===== config.mk =====
export PLATFORM = sky130hd
export DESIGN_NAME = csrab_ram
export DESIGN_NICKNAME = d
export VERILOG_FILES = /design/src/csrab_ram.sv
export SDC_FILE = /design/constraint.sdc
export NUM_CORES = 1
export LEC_CHECK = 0
export BUFFER_PORTS_ARGS = -buffer_cell sky130_fd_sc_hd__buf_2
export CAP_MARGIN = 0
export CORE_AREA = 10 10 125 127
export DETAILED_ROUTE_END_ITERATION = 8
export DIE_AREA = 0 0 135 137
export SYNTH_ARGS = -nofsm -noshare
export SYNTH_HDL_FRONTEND = slang
export SYNTH_SLANG_ARGS = --single-unit

===== constraint.sdc =====
create_clock -name clk_i -period 1.5 [get_ports clk_i]
set_input_delay 0.15 -clock clk_i [delete_from_list [all_inputs] [get_ports clk_i]]
set_output_delay 0.15 -clock clk_i [all_outputs]
set_load 0.02 [all_outputs]

===== src/csrab_ram.sv =====
// Generic single-port-write, single-port-read RAM with registered read.
// No dependencies.
module csrab_ram #(
  parameter int unsigned Width = 8,
  parameter int unsigned Depth = 16
) (
  input  logic                     clk_i,
  input  logic                     we_i,
  input  logic [$clog2(Depth)-1:0] waddr_i,
  input  logic [Width-1:0]         wdata_i,
  input  logic [$clog2(Depth)-1:0] raddr_i,
  output logic [Width-1:0]         rdata_o
);

  logic [Width-1:0] mem_q [Depth];

  always_ff @(posedge clk_i) begin
    if (we_i) begin
      mem_q[waddr_i] <= wdata_i;
    end
    rdata_o <= mem_q[raddr_i];
  end

endmodule


==> impl_metrics.ini <==
[power_and_ir_drop]
vdd.ir_drop.worst_v = 0.000789
power.density_nw_per_um2 = 1450
p_leak_nw = 2.12

[cts]
cts_root_buf = clkbuf_16
clk_latency_ps = 410
path_clk_slew_ps = 60
cts_htree_levels = 4
cts_made_buffers = 17
clock-sinks = 136
hold_buffers = 0
cts-resized-gates = 0
cts_post_setup_buffers_inserted = 0
cts_tree = yes
clockBufferDepth = 2

[sta]
fin_ws_ps = 123
fin_crit_sh_pct = 91.8
rsz0062_at_grt = false
max_freq_mhz = 726
period_needed_ps = 1380
hold_violations = 0
finalSetupViolCount = 0
worst_clock_skew_ps = 5.19
relSlewSlack_pct = 52.5
finalMaxSlewViolations = 0
worstMarginPinSlew_ps = 712

[routing]
drt_wl_total_um = 10300
drc_errors = 0
drt_iter0_markers = 202
wire_per_inst_um = 21.7
vias = 2382
drt-pass1-iter-count = 4
vias_per_cell = 5.05
drtAntennaViolNets = 0

[yosys]
ys_seq_elements = 136
synth_fa_ha_area_share_pct = 0
synth-simple-area-share_pct = 3.18
synth_compound_area_share_pct = 2.33
syn_area_um2 = 5150
synth_seq_area_share_pct = 77.8
synth_top_family_by_area = multiplexers
syn_inst = 229
synthDistinctLibCells = 19
synth_warnings = 0
synthMuxAreaShare_pct = 15.0
avgSynthCellArea_um2 = 22.5
synthXorXnorAreaFrac_pct = 0
synth_fp_nets = 247

[final_layout]
drive_above_1_share_pct = 32.1
final_common_cell = edfxtp_1
nets = 301
final_cells = 472
diodes = 0
final_cell_mix = 128 x edfxtp_1, 25 x buf_2, 18 x mux4_2
area_delta_synth_final_pct = 21.2

[placed_design]
dpl.cell_count = 440
dp_hpwl_um = 6760
port_buffers = 25
finalWeightedCongestion = 0.739
place_ws_ps = -95.3

[flow_run]
drv_cap = 0

[setup_path]
cp.arrival_ps = 1670
endpoint_kind = flop
crit_required_ps = 1790
reg2regPathDepth = 3
crit_fanout = 1
critPathLaunchType = flop
path_class = reg2reg

[global_routing]
grt_usage_pct = 12.1
antenna_found_initial = 0
grt_pass1_vias = 2614
grt_overflow_total = 0
grt_first_pass_wirelength_um = 15900
grt_max_degree = 31

[die]
io_pins = 26
die-height_um = 137
core_area_um2 = 13100
dieArea_um2 = 18500
die_w_um = 135
start_util_pct = 39.3
rows = 42

[worst_hold_path]
hp-class = in2reg
worstHoldPathCells = 1

[run_status]
outcome = complete, no violations
## synth_stat cells
library cell	count	area, um2
mux4_1	14	368
or3b_2	1	8.76
nand2b_1	2	12.5
clkdlybuf4s25_2	3	30.0
edfxtp_1	128	3840
buf_6	3	33.8
a22oi_1	16	120
buf_2	3	15.0
nor2_1	13	48.8
dfxtp_1	8	160
nor2b_1	1	6.26
and2_1	1	6.26
nand3_1	1	5.00
nand2_1	9	33.8
nand3b_1	2	15.0
mux4_2	18	405
and2b_1	1	7.51
buf_4	1	7.51
nor3_1	4	20.0
## worst max-delay path, stage by stage (launching register included)
cell      delay [ps]
edfxtp_1         380
mux4_1           540
a22oi_1          260
nand2_1           80
## path summary, 6_finish.rpt
path	startpoint	end	slack, ps
max	mem_q[4][3]$_DFFE_PP_	rdata_o[3]$_DFF_P_	120
min reg2reg	mem_q[14][1]$_DFFE_PP_	rdata_o[1]$_DFF_P_	660
max reg2reg	mem_q[4][3]$_DFFE_PP_	rdata_o[3]$_DFF_P_	120
min	wdata_i[1]	mem_q[10][1]$_DFFE_PP_	130
## metal layers
metal	global-route usage (%)	up-vias	part of all wire (%)
met3	3.92	4	5.0
li1	-	1084	-
met1	14.5	1234	41
met2	19.8	60	53
met4	5.02	0	0.76
met5	0	-	0
## registers in the layout, summed over array words and instances, names as in the netlist
signal and flops:
mem_q 128, rdata_o 8
## final cells by class
| cell class | count | area [um2] |
|---|---|---|
| Fill cell | 1066 | 6840 |
| Clock buffer | 19 | 453 |
| Sequential cell | 136 | 4000 |
| Multi-Input combinational cell | 83 | 1060 |
| Tap cell | 176 | 220 |
| Clock inverter | 13 | 176 |
| Timing Repair Buffer | 45 | 325 |
## power by group
part | switching [mW] | leakage, nW | internal (mW)
combinational | 0.250 | 0.595 | 0.180
sequential | 0.0245 | 1.22 | 4.25
clock | 1.47 | 0.296 | 2.85
total | 1.75 | 2.12 | 7.28
## cell families (layout without fill, tap and decap cells)
family | count (synthesis) | in the layout
AOI/OAI and AO/OA | 16 | 16
buffers and inverters | 10 | 77
DFF | 136 | 136
muxes | 32 | 32
and+or+nand+nor | 35 | 35
## per-stage QoR
step / total power [mW] / hold WS (ps) / util (%) / cell area (um2) / TNS [ps]
floorplan: 4.59 / 249 / - / 5150 / 0
global placement: 4.78 / 533 / 42.9 / 5610 / -373
detailed placement: 4.79 / 550 / 42.9 / 5610 / -432
CTS: 9.11 / 121 / 47.7 / 6240 / 0
global route: 9.37 / 132 / 47.7 / 6240 / 0
finish: 9.03 / 127 / 47.7 / 6240 / 0
Power figures use the tool's default switching activity.
